File: src/cclb_pkg.sv
package cclb_pkg;

  // lexical modes
  localparam logic [2:0] MODE_CODE   = 3'd0;
  localparam logic [2:0] MODE_LINE   = 3'd1;
  localparam logic [2:0] MODE_BLOCK  = 3'd2;
  localparam logic [2:0] MODE_STRING = 3'd3;
  localparam logic [2:0] MODE_CHAR   = 3'd4;

  // character codes
  localparam logic [7:0] CH_NL     = 8'h0A;
  localparam logic [7:0] CH_STAR   = 8'h2A;
  localparam logic [7:0] CH_SLASH  = 8'h2F;
  localparam logic [7:0] CH_DQUOTE = 8'h22;
  localparam logic [7:0] CH_SQUOTE = 8'h27;
  localparam logic [7:0] CH_BSLASH = 8'h5C;
  localparam logic [7:0] CH_SPACE  = 8'h20;

  // result queue
  localparam int unsigned FIFO_DEPTH = 4;

  // per-item write request from the lexer into the result queue
  typedef struct packed {
    logic push0;  // first result present
    logic push1;  // second result present (only with push0)
    logic last;   // last result of this item closes the text
  } push_t;

endpackage

File: src/cclb_lexer.sv
module cclb_lexer #(
  parameter int unsigned CHAR_WIDTH = 8
) (
  input  logic                  clk_i,
  input  logic                  rst_ni,
  input  logic                  advance_i,
  input  logic [CHAR_WIDTH-1:0] char_i,
  input  logic                  eot_i,
  output logic [CHAR_WIDTH-1:0] char0_o,
  output logic [CHAR_WIDTH-1:0] char1_o,
  output cclb_pkg::push_t       push_o
);

  localparam logic [CHAR_WIDTH-1:0] NL     = CHAR_WIDTH'(cclb_pkg::CH_NL);
  localparam logic [CHAR_WIDTH-1:0] STAR   = CHAR_WIDTH'(cclb_pkg::CH_STAR);
  localparam logic [CHAR_WIDTH-1:0] SLASH  = CHAR_WIDTH'(cclb_pkg::CH_SLASH);
  localparam logic [CHAR_WIDTH-1:0] DQUOTE = CHAR_WIDTH'(cclb_pkg::CH_DQUOTE);
  localparam logic [CHAR_WIDTH-1:0] SQUOTE = CHAR_WIDTH'(cclb_pkg::CH_SQUOTE);
  localparam logic [CHAR_WIDTH-1:0] BSLASH = CHAR_WIDTH'(cclb_pkg::CH_BSLASH);
  localparam logic [CHAR_WIDTH-1:0] SPACE  = CHAR_WIDTH'(cclb_pkg::CH_SPACE);

  logic [2:0] mode_q, mode_d;
  logic       slash_q, slash_d;
  logic       star_q, star_d;
  logic       esc_q, esc_d;

  logic                  opens;   // held slash plus slash or star
  logic                  pre;     // held slash goes out first
  logic                  main_v;
  logic [CHAR_WIDTH-1:0] main_c;
  logic                  tail_v;
  logic [CHAR_WIDTH-1:0] tail_c;
  logic                  eot_slash;

  always_comb begin
    mode_d = mode_q;
    slash_d = 1'b0;
    star_d = star_q;
    esc_d = esc_q;
    main_v = 1'b0;
    main_c = SPACE;
    opens = slash_q && (char_i == SLASH || char_i == STAR);
    pre = slash_q && !opens;

    if (opens) begin
      mode_d = (char_i == SLASH) ? cclb_pkg::MODE_LINE : cclb_pkg::MODE_BLOCK;
      star_d = 1'b0;
    end else begin
      case (mode_q)
        cclb_pkg::MODE_LINE: begin
          main_v = 1'b1;
          if (char_i == NL) begin
            main_c = char_i;
            mode_d = cclb_pkg::MODE_CODE;
          end
        end
        cclb_pkg::MODE_BLOCK: begin
          main_v = 1'b1;
          if (star_q && char_i == SLASH) begin
            mode_d = cclb_pkg::MODE_CODE;
            star_d = 1'b0;
          end else begin
            star_d = (char_i == STAR);
          end
        end
        cclb_pkg::MODE_STRING, cclb_pkg::MODE_CHAR: begin
          main_v = 1'b1;
          if (esc_q) begin
            esc_d = 1'b0;
          end else if (char_i == BSLASH) begin
            esc_d = 1'b1;
          end else if (char_i == ((mode_q == cclb_pkg::MODE_STRING) ? DQUOTE : SQUOTE)) begin
            mode_d = cclb_pkg::MODE_CODE;
          end
        end
        default: begin
          mode_d = cclb_pkg::MODE_CODE;
          if (char_i == SLASH) begin
            slash_d = 1'b1;
          end else if (char_i == DQUOTE) begin
            main_v = 1'b1;
            mode_d = cclb_pkg::MODE_STRING;
            esc_d = 1'b0;
          end else if (char_i == SQUOTE) begin
            main_v = 1'b1;
            mode_d = cclb_pkg::MODE_CHAR;
            esc_d = 1'b0;
          end else begin
            main_v = 1'b1;
            main_c = char_i;
          end
        end
      endcase
    end

    // a slash still held at end of text goes out as is
    eot_slash = eot_i && slash_d;
    tail_v = main_v || eot_slash;
    tail_c = main_v ? main_c : SLASH;

    if (opens) begin
      char0_o = SPACE;
      char1_o = SPACE;
      push_o.push0 = 1'b1;
      push_o.push1 = 1'b1;
    end else begin
      char0_o = pre ? SLASH : tail_c;
      char1_o = tail_c;
      push_o.push0 = pre || tail_v;
      push_o.push1 = pre && tail_v;
    end
    push_o.last = eot_i;
  end

  always_ff @(posedge clk_i or negedge rst_ni) begin
    if (!rst_ni) begin
      mode_q <= cclb_pkg::MODE_CODE;
      slash_q <= 1'b0;
      star_q <= 1'b0;
      esc_q <= 1'b0;
    end else if (advance_i) begin
      if (eot_i) begin
        mode_q <= cclb_pkg::MODE_CODE;
        slash_q <= 1'b0;
        star_q <= 1'b0;
        esc_q <= 1'b0;
      end else begin
        mode_q <= mode_d;
        slash_q <= slash_d;
        star_q <= star_d;
        esc_q <= esc_d;
      end
    end
  end

endmodule

File: src/cclb_out_fifo.sv
module cclb_out_fifo #(
  parameter int unsigned CHAR_WIDTH = 8
) (
  input  logic                  clk_i,
  input  logic                  rst_ni,
  input  cclb_pkg::push_t       push_i,
  input  logic [CHAR_WIDTH-1:0] char0_i,
  input  logic [CHAR_WIDTH-1:0] char1_i,
  output logic                  room_o,
  output logic                  valid_o,
  input  logic                  ready_i,
  output logic [CHAR_WIDTH-1:0] char_o,
  output logic                  last_o
);

  localparam int unsigned Depth = cclb_pkg::FIFO_DEPTH;
  localparam int unsigned PtrW  = $clog2(Depth);
  localparam int unsigned CntW  = $clog2(Depth + 1);

  logic [CHAR_WIDTH-1:0] char_mem [Depth];
  logic                  last_mem [Depth];
  logic [PtrW-1:0]       wr_q, wr_d, rd_q, rd_d;
  logic [CntW-1:0]       count_q, count_d;
  logic                  pop;
  logic                  last0, last1;

  assign pop     = valid_o && ready_i;
  assign valid_o = (count_q != '0);
  assign room_o  = (count_q <= CntW'(Depth - 2));
  assign char_o  = char_mem[rd_q];
  assign last_o  = last_mem[rd_q];

  // the end-of-text mark sits on whichever result comes last
  assign last0 = push_i.last && !push_i.push1;
  assign last1 = push_i.last;

  always_comb begin
    wr_d = wr_q + PtrW'(push_i.push0) + PtrW'(push_i.push1);
    rd_d = rd_q + PtrW'(pop);
    count_d = count_q + CntW'(push_i.push0) + CntW'(push_i.push1) - CntW'(pop);
  end

  always_ff @(posedge clk_i) begin
    if (push_i.push0) begin
      char_mem[wr_q] <= char0_i;
      last_mem[wr_q] <= last0;
    end
    if (push_i.push1) begin
      char_mem[wr_q + PtrW'(1)] <= char1_i;
      last_mem[wr_q + PtrW'(1)] <= last1;
    end
  end

  always_ff @(posedge clk_i or negedge rst_ni) begin
    if (!rst_ni) begin
      wr_q <= '0;
      rd_q <= '0;
      count_q <= '0;
    end else begin
      wr_q <= wr_d;
      rd_q <= rd_d;
      count_q <= count_d;
    end
  end

  a_count_bound : assert property (@(posedge clk_i) disable iff (!rst_ni)
    count_q <= CntW'(Depth))
    else $error("result queue count beyond depth");

  a_push_order : assert property (@(posedge clk_i) disable iff (!rst_ni)
    push_i.push1 |-> push_i.push0)
    else $error("second result pushed without first");

  a_push_room : assert property (@(posedge clk_i) disable iff (!rst_ni)
    push_i.push0 |-> count_q <= CntW'(Depth - 2))
    else $error("push into queue without room for two");

endmodule

File: src/c_comment_literal_blanker_top.sv
// channel  | dir | tdata (low bit up)         | tlast
// s_axis   | in  | char_in, zero pad to bytes | end_of_text
// m_axis   | out | char_out, zero pad         | final_out
//
// one character is taken per cycle while the queue has room; it is lexed
// while it sits in the input register, and its 0 to 2 results go into a
// four-entry result queue that drains one per cycle on m_axis while ready.
// with m_axis ready, sustained rate is one character per cycle while items
// give at most one; two-result items are bounded by the single output port.
// rst_ni clears lexer state and queue pointers; no clearing pass.
// a stalled m_axis fills the queue past two entries, then s_axis_tready drops.
module c_comment_literal_blanker_top #(
  parameter int unsigned CHAR_WIDTH = 8
) (
  input  logic                                clk_i,
  input  logic                                rst_ni,
  input  logic                                s_axis_tvalid,
  output logic                                s_axis_tready,
  input  logic [((CHAR_WIDTH + 7) / 8)*8-1:0] s_axis_tdata,   // char_in
  input  logic                                s_axis_tlast,   // end_of_text
  output logic                                m_axis_tvalid,
  input  logic                                m_axis_tready,
  output logic [((CHAR_WIDTH + 7) / 8)*8-1:0] m_axis_tdata,   // char_out
  output logic                                m_axis_tlast    // final_out
);

  localparam int unsigned DataW = ((CHAR_WIDTH + 7) / 8) * 8;

  logic                  in_valid_q;
  logic [CHAR_WIDTH-1:0] in_char_q;
  logic                  in_last_q;
  logic                  advance;
  logic                  room;
  logic [CHAR_WIDTH-1:0] char0, char1, out_char;
  cclb_pkg::push_t       push, push_gated;

  assign advance       = in_valid_q && room;
  assign s_axis_tready = !in_valid_q || room;

  always_ff @(posedge clk_i or negedge rst_ni) begin
    if (!rst_ni) begin
      in_valid_q <= 1'b0;
    end else if (s_axis_tready) begin
      in_valid_q <= s_axis_tvalid;
    end
  end

  always_ff @(posedge clk_i) begin
    if (s_axis_tvalid && s_axis_tready) begin
      in_char_q <= s_axis_tdata[CHAR_WIDTH-1:0];
      in_last_q <= s_axis_tlast;
    end
  end

  cclb_lexer #(
    .CHAR_WIDTH(CHAR_WIDTH)
  ) u_lexer (
    .clk_i    (clk_i),
    .rst_ni   (rst_ni),
    .advance_i(advance),
    .char_i   (in_char_q),
    .eot_i    (in_last_q),
    .char0_o  (char0),
    .char1_o  (char1),
    .push_o   (push)
  );

  always_comb begin
    push_gated = push;
    push_gated.push0 = push.push0 && advance;
    push_gated.push1 = push.push1 && advance;
  end

  cclb_out_fifo #(
    .CHAR_WIDTH(CHAR_WIDTH)
  ) u_out_fifo (
    .clk_i  (clk_i),
    .rst_ni (rst_ni),
    .push_i (push_gated),
    .char0_i(char0),
    .char1_i(char1),
    .room_o (room),
    .valid_o(m_axis_tvalid),
    .ready_i(m_axis_tready),
    .char_o (out_char),
    .last_o (m_axis_tlast)
  );

  assign m_axis_tdata = DataW'(out_char);

endmodule
File: config.mk
export PLATFORM = sky130hd
export DESIGN_NAME = c_comment_literal_blanker_top
export DESIGN_NICKNAME = d
export VERILOG_FILES = /design/src/cclb_pkg.sv /design/src/cclb_lexer.sv /design/src/cclb_out_fifo.sv /design/src/c_comment_literal_blanker_top.sv
export SDC_FILE = /design/constraint.sdc
export NUM_CORES = 1
export LEC_CHECK = 0
export ABC_AREA = 1
export BUFFER_PORTS_ARGS = -buffer_cell sky130_fd_sc_hd__buf_2
export CAP_MARGIN = 0
export CORE_ASPECT_RATIO = 0.8
export CORE_MARGIN = 2
export CORE_UTILIZATION = 45
export DETAILED_ROUTE_END_ITERATION = 10
export PLACE_DENSITY = 0.63
export SLEW_MARGIN = 0
export SYNTH_ARGS = -nofsm -noshare
export SYNTH_HDL_FRONTEND = slang
export SYNTH_SLANG_ARGS = --single-unit
File: constraint.sdc
create_clock -name clk_i -period 3.6 [get_ports clk_i]
set_clock_uncertainty 0.1 [all_clocks]
set_input_delay 0.72 -clock clk_i [delete_from_list [all_inputs] [get_ports clk_i]]
set_output_delay 0.72 -clock clk_i [all_outputs]
set_load 0.01 [all_outputs]
==> results.tsv, run 1 <==
stage	metric	value	unit
status	status	completed	
worst_setup_path	crit_arrival	2.81	ns
die	start_util	47.5	%
drt	drt-initial-drc-count	255	
worst_setup_path	worst-path-buf-inv	3	
sta	tns	0	ns
final_layout	areaGrowthSynthToFinish	14.5	%
die	die_h	78.1	um
drt	vias_per_cell	5.05	
placed_design	io_buffers	23	
final_layout	drive_gt1_share	15.6	%
die	coreArea	0.00651	mm^2
clocking	hold_buffers	0	
die	rows	26	
die	die_area	0.00755	mm^2
power	irDropWorstVdd	0.000345	V
sta	fin_crit	2.70	ns
synth	synth_async_sr_flop_share	23.7	%
synth	syn-mean-instance-area	9.03	um^2
power	power_density	820	mW/mm^2
die	die_w	96.6	um
synth	synth_top_area_cell	edfxtp_1	
clocking	ctsResizeCount	0	
synth	synth_area	0.00309	mm^2
power	swShare	37.9	%
synth	ys_top_cells_by_area	edfxtp_1 44%, dfrtp_1 11%, nand2_1 8.5%	
global_routing	grt_pass1_vias	2133	
worst_setup_path	cp_common_cell	inv_1	
final_layout	stdcell_area	0.00354	mm^2
worst_setup_path	worstSetupPathType	flip-flop to flip-flop	
sta	min_period_over_period	74.9	%
drt	drc	0	
drt	routed_wl	6120	um
clocking	clockBufferDepth	2	
clocking	clkLatencyLatePin	0.33	ns
clocking	cts_tree	done	
worst_setup_path	worst_setup_path_start_kind	flip-flop	
worst_setup_path	end_kind	flip-flop	
power	pwr-share-clk	22.6	%
sta	drv_slew	0	
drt	firstDrtPassIters	5	
worst_setup_path	max_stage_delay	0.45	ns
drt	routedWlPerCell	13.2	um
clocking	cts_made_buffers	9	
min_path	hold_class	input pin to asynchronous set/reset pin	
worst_setup_path	crit_fanout	7	
placed_design	post-place-ws	0.898	ns
sta	hold_violations	0	
placed_design	postPlaceCellArea	0.00332	mm^2
final_layout	fin_util	54.4	%
global_routing	grt_max_degree	20	
synth	yosysMostFrequentCell	nand2_1	
worst_setup_path	crit_family	adder cells	
power	p_seq_share	38.7	%
power	p_sw	0.00110	W
synth	synth_top_area_share	43.7	%
synth	synth_edf_count	45	
die	io_pins	24	
global_routing	grt_pass1_wl	10300	um
placed_design	gp_congestion	0.828	
clocking	clockRootBuffer	clkbuf_8	
synth	synthesis.nets	361	
global_routing	antenna_found_initial	0	
synth	postSynthCellCount	342	
power	power.internal	0.00180	W
clocking	post_cts_buffers	0	
drt	antenna_left	0	
synth	ys_warn_count	0	
sta	fmax	371	MHz
final_layout	antennaDiodeCount	0	
global_routing	overflow	0	
synth	synth_common_cells	70 x nand2_1, 49 x inv_1, 46 x nor2_1, 45 x edfxtp_1	
worst_setup_path	crit_chain	inv_1 -> nand2_2 -> nor2_4 -> nand2_2 -> inv_1 -> nand2_4 -> o21ai_4 -> ha_1 -> fa_1 -> inv_1 -> fa_1	
power	power.leakage	1.59	nW
sta	relSlewSlack	65.5	%
sta	setup_violations	0	
clocking	htreeDepth	3	
sta	fin_ws	0.905	ns
final_layout	nNetsFinal	393	
clocking	clock_sinks	59	
placed_design	hpwl	4460	um
power	power_frac_comb	38.7	%
run	cap_violations	0	
clocking	clk_pin_slew	0.07	ns
global_routing	grt_use_total	17.4	%
synth	synthFlopType	edfxtp_1	
sta	rsz0062_at_grt	false	
synth	seq_area_frac_synth	55.1	%
synth	ys_types	30	
worst_setup_path	crit_slowest_cell	edfxtp_1	
synth	ys_seq_elements	59	
sta	worst_pin_slew	0.517	ns
drt	vias	2340	
worst_setup_path	crit_required	3.71	ns
power groups by stage:
stage	Combinational (W)	Clock, W	Sequential [W]
floorplan	0.000833	0	0.00108
global placement	0.00111	0	0.00114
detailed placement	0.00113	0	0.00113
CTS	0.00113	0.000668	0.00112
global route	0.00130	0.000703	0.00114
finish	0.00112	0.000656	0.00112
sequential cells by signal, indices dropped and copies added, names as in the netlist:
register             flops
u_out_fifo.wr_q          2
u_lexer.star_q           1
in_valid_q               1
u_lexer.mode_q           3
u_out_fifo.count_q       3
u_out_fifo.last_mem      4
u_out_fifo.rd_q          2
in_char_q                8
u_out_fifo.char_mem     32
in_last_q                1
u_lexer.esc_q            1
u_lexer.slash_q          1
stage by stage:
stage / cells / hold WS (ns) / total power [W]
2_1_floorplan: 342 / 0.324 / 0.00191
3_3_place_gp: 447 / 0.356 / 0.00224
3_5_place_dp: 447 / 0.362 / 0.00226
4_1_cts: 463 / 0.169 / 0.00292
5_1_grt: 463 / 0.181 / 0.00315
6_report: 463 / 0.173 / 0.00290
layout by cell type (no fill, tap or decap), drive strengths merged, types with 2 or more instances in the layout:
| cell type | Yosys | final |
|---|---|---|
| nand2 | 80 | 80 |
| dfrtp | 14 | 14 |
| ha | 3 | 3 |
| bufinv | 0 | 2 |
| o22ai | 9 | 9 |
| edfxtp | 45 | 45 |
| nand3 | 25 | 25 |
| clkbuf | 5 | 11 |
| xnor2 | 2 | 2 |
| buf | 2 | 28 |
| o21ai | 26 | 26 |
| fa | 3 | 3 |
| nand4 | 5 | 5 |
| inv | 49 | 49 |
| clkinv | 0 | 3 |
| a31oi | 4 | 4 |
| a21oi | 12 | 12 |
| nor2 | 51 | 51 |
worst paths after layout:
check | start | endpoint | slack (ns) | cells past startpoint
max in group asynchronous | rst_ni | u_out_fifo.rd_q[1] | 2.98 | 1
min | rst_ni | u_out_fifo.count_q[1] | 0.17 | 1
max | in_char_q[4] | u_out_fifo.count_q[1] | 0.90 | 11
min reg2reg | u_lexer.esc_q | u_lexer.esc_q | 0.38 | 2
min in group clk_i | u_lexer.esc_q | u_lexer.esc_q | 0.38 | 2
max reg2reg | in_char_q[4] | u_out_fifo.count_q[1] | 0.90 | 11
logic make-up (layout without fill, tap and decap cells):
logic type / Yosys count / after routing / share of synthesized area, %
fa+ha+maj: 6 / 6 / 3.16
simple gates: 165 / 165 / 24.3
flops: 59 / 59 / 55.1
compound gates: 53 / 53 / 9.76
buf+inv: 56 / 93 / 6.89
xor+xnor: 3 / 3 / 0.851
cell type report:
class / count / area, um^2
inverters: 49 / 184
clock buffers: 11 / 141
multi-input cells: 227 / 1170
clock inverters: 5 / 77.6
repair buffers: 28 / 153
fillers: 616 / 2970
well taps: 84 / 105
flip-flops and latches: 59 / 1700
metal layers:
layer  global-route usage (%)  part of all wire, %  vias to the layer above
met2                     27.2                   44                       61
met3                     5.43                  6.6                        6
met4                     3.80                 0.65                        0
met1                     24.2                   48                     1075
li1                         -                    -                     1198
met5                        0                    0                        -
Note: power is estimated with default switching activity, not from simulation.
==> run 2, diff against run 1 <==
Clock period 3.6 ns to 2.62 ns, I/O delays scaled along.
==> results.tsv, run 2 (synthesized netlist as in run 1, its figures left out) <==
stage	metric	value	unit	change
drt	drt-initial-drc-count	124		was 255
final_layout	antennaDiodeCount	0		unchanged
final_layout	areaGrowthSynthToFinish	17.9	%	was 14.5%
drt	routedWlPerCell	13.8	um	was 13.2 um
placed_design	gp_congestion	0.844		was 0.828
sta	relSlewSlack	65.9	%	was 65.5%
final_layout	largest_register_ffs	32		unchanged
min_path	hold_class	input pin to flip-flop		was input pin to asynchronous set/reset pin
drt	vias	2402		was 2340
drt	dr_wl_met3	321	um	was 403 um
worst_setup_path	worstSetupPathType	flip-flop to flip-flop		unchanged
power	power.leakage	1.66	nW	was 1.59 nW
worst_setup_path	end_kind	flip-flop		unchanged
global_routing	grt_max_degree	20		unchanged
sta	min_period_over_period	94.5	%	was 74.9%
power	irDropWorstVdd	0.000444	V	was 0.000345 V
drt	firstDrtPassIters	5		unchanged
final_layout	fillers	614		was 616
global_routing	grt_pass1_vias	2255		was 2133
sta	fin_ws	0.145	ns	was 0.905 ns
final_layout	regMostFlops	u_out_fifo.char_mem		unchanged
clocking	cts_made_buffers	9		unchanged
drt	vias_per_cell	5.01		was 5.05
final_layout	multi_input_area	0.00119	mm^2	was 0.00117 mm^2
die	start_util	47.5	%	unchanged
drt	routed_wl	6610	um	was 6120 um
drt	wl_met2	2990	um	was 2710 um
drt	highest_layer	met4		unchanged
power	power_density	1090	mW/mm^2	was 820 mW/mm^2
final_layout	drive_gt1_share	19.5	%	was 15.6%
clocking	clockRootBuffer	clkbuf_8		unchanged
sta	drv_slew	0		unchanged
sta	hold_violations	0		unchanged
final_layout	seq_area	0.00170	mm^2	unchanged
worst_setup_path	crit_arrival	2.59	ns	was 2.81 ns
clocking	cts_tree	done		unchanged
placed_design	hpwl	4900	um	was 4460 um
worst_setup_path	worst_setup_path_start_kind	flip-flop		unchanged
sta	setup_violations	0		unchanged
sta	tns	0	ns	unchanged
global_routing	antenna_found_initial	0		unchanged
worst_setup_path	crit_fanout	6		was 7
worst_setup_path	crit_required	2.73	ns	was 3.71 ns
final_layout	stdcell_area	0.00364	mm^2	was 0.00354 mm^2
status	status	completed		unchanged
placed_design	postPlaceCellArea	0.00339	mm^2	was 0.00332 mm^2
final_layout	final_cell_mix	70 x nand2_1, 48 x inv_1, 46 x nor2_1, 45 x edfxtp_1, 25 x o21ai_0		was 70 x nand2_1, 49 x inv_1, 46 x nor2_1, 45 x edfxtp_1
sta	worst_pin_slew	0.511	ns	was 0.517 ns
global_routing	overflow	0		unchanged
die	die_w	96.6	um	unchanged
sta	fmax	404	MHz	was 371 MHz
global_routing	grt_pass1_wl	11100	um	was 10300 um
final_layout	layout_commonest_cell	nand2_1		unchanged
sta	fin_crit	2.48	ns	was 2.70 ns
final_layout	nNetsFinal	409		was 393
drt	drc	0		unchanged
drt	antenna_left	0		unchanged
die	coreArea	0.00651	mm^2	unchanged
placed_design	post-place-ws	0.0776	ns	was 0.898 ns
run	cap_violations	0		unchanged
clocking	clockBufferDepth	2		unchanged
die	io_pins	24		unchanged
die	die_area	0.00755	mm^2	unchanged
clocking	clock_sinks	59		unchanged
final_layout	reg_top3	u_out_fifo.char_mem: 32 flops, in_char_q: 8 flops, u_out_fifo.last_mem: 4 flops		unchanged
die	die_h	78.1	um	unchanged
clocking	clkLatencyLatePin	0.34	ns	was 0.33 ns
die	rows	26		unchanged
clocking	htreeDepth	3		unchanged
drt	wl_met1	3240	um	was 2970 um
clocking	clk_pin_slew	0.06	ns	was 0.07 ns
placed_design	io_buffers	23		unchanged
global_routing	grt_use_total	18.8	%	was 17.4%
## run 2: power by group
part	total [W]	switching [W]	leakage (nW)	internal, W
clock network	0.000785	0.000349	0.0971	0.000436
registers	0.00153	0.000147	0.585	0.00138
logic	0.00165	0.00105	0.974	0.000601
total	0.00396	0.00154	1.66	0.00242
## run 2: worst paths after layout
kind	from	to	slack (ns)	depth (start not counted)
worst min register to register	u_lexer.esc_q	u_lexer.esc_q	0.37	2
worst max register to register	u_lexer.mode_q[1]	u_out_fifo.count_q[1]	0.14	10
worst min-delay path	s_axis_tlast	in_last_q	0.25	1
min in group asynchronous	rst_ni	u_out_fifo.rd_q[1]	0.51	2
worst max-delay path	u_lexer.mode_q[1]	u_out_fifo.count_q[1]	0.14	10
max in group asynchronous	rst_ni	u_lexer.star_q	1.66	2
## run 2: timing repair
| action | CTS | global route |
|---|---|---|
| endpoints found under the setup margin | 0 | 1 |
| hold buffers | 1 | 0 |
| hold endpoints to repair | 14 | 0 |
| setup buffers | 0 | 6 |
| gates resized for setup | 0 | 4 |
## run 2: final cells by class
class | count | share of cell area (%)
tap | 84 | 2.89
clock inverter | 5 | 1.48
sequential | 59 | 46.7
inverter | 49 | 5.05
clock buffer | 11 | 3.61
timing repair buffer | 44 | 7.56
multi-input combinational | 227 | 32.7
## run 2: per-stage QoR
stage / hold WS [ns] / util, % / power [W] / cells
3_3_place_gp: 0.344 / 52.0 / 0.00314 / 456
4_1_cts: 0.236 / 55.0 / 0.00399 / 473
5_1_grt: 0.226 / 56.0 / 0.00433 / 479
3_5_place_dp: 0.344 / 52.0 / 0.00319 / 456
2_1_floorplan: 0.128 / - / 0.00262 / 342
6_report: 0.254 / 56.0 / 0.00396 / 479
## run 2: worst max-delay path, stage by stage, from the launching register on
cell,delay (ns)
dfrtp_1,0.43
inv_1,0.10
nand3_2,0.11
nand2_2,0.11
nor2_8,0.15
nand2_4,0.09
o21ai_4,0.13
ha_1,0.25
fa_1,0.38
inv_1,0.08
fa_1,0.41
## run 2: routing by layer
layer | GRT usage [%] | vias to the layer above
met3 | 6.95 | 6
met5 | 0 | -
met4 | 4.93 | 0
met2 | 28.1 | 54
met1 | 26.2 | 1108
li1 | - | 1234
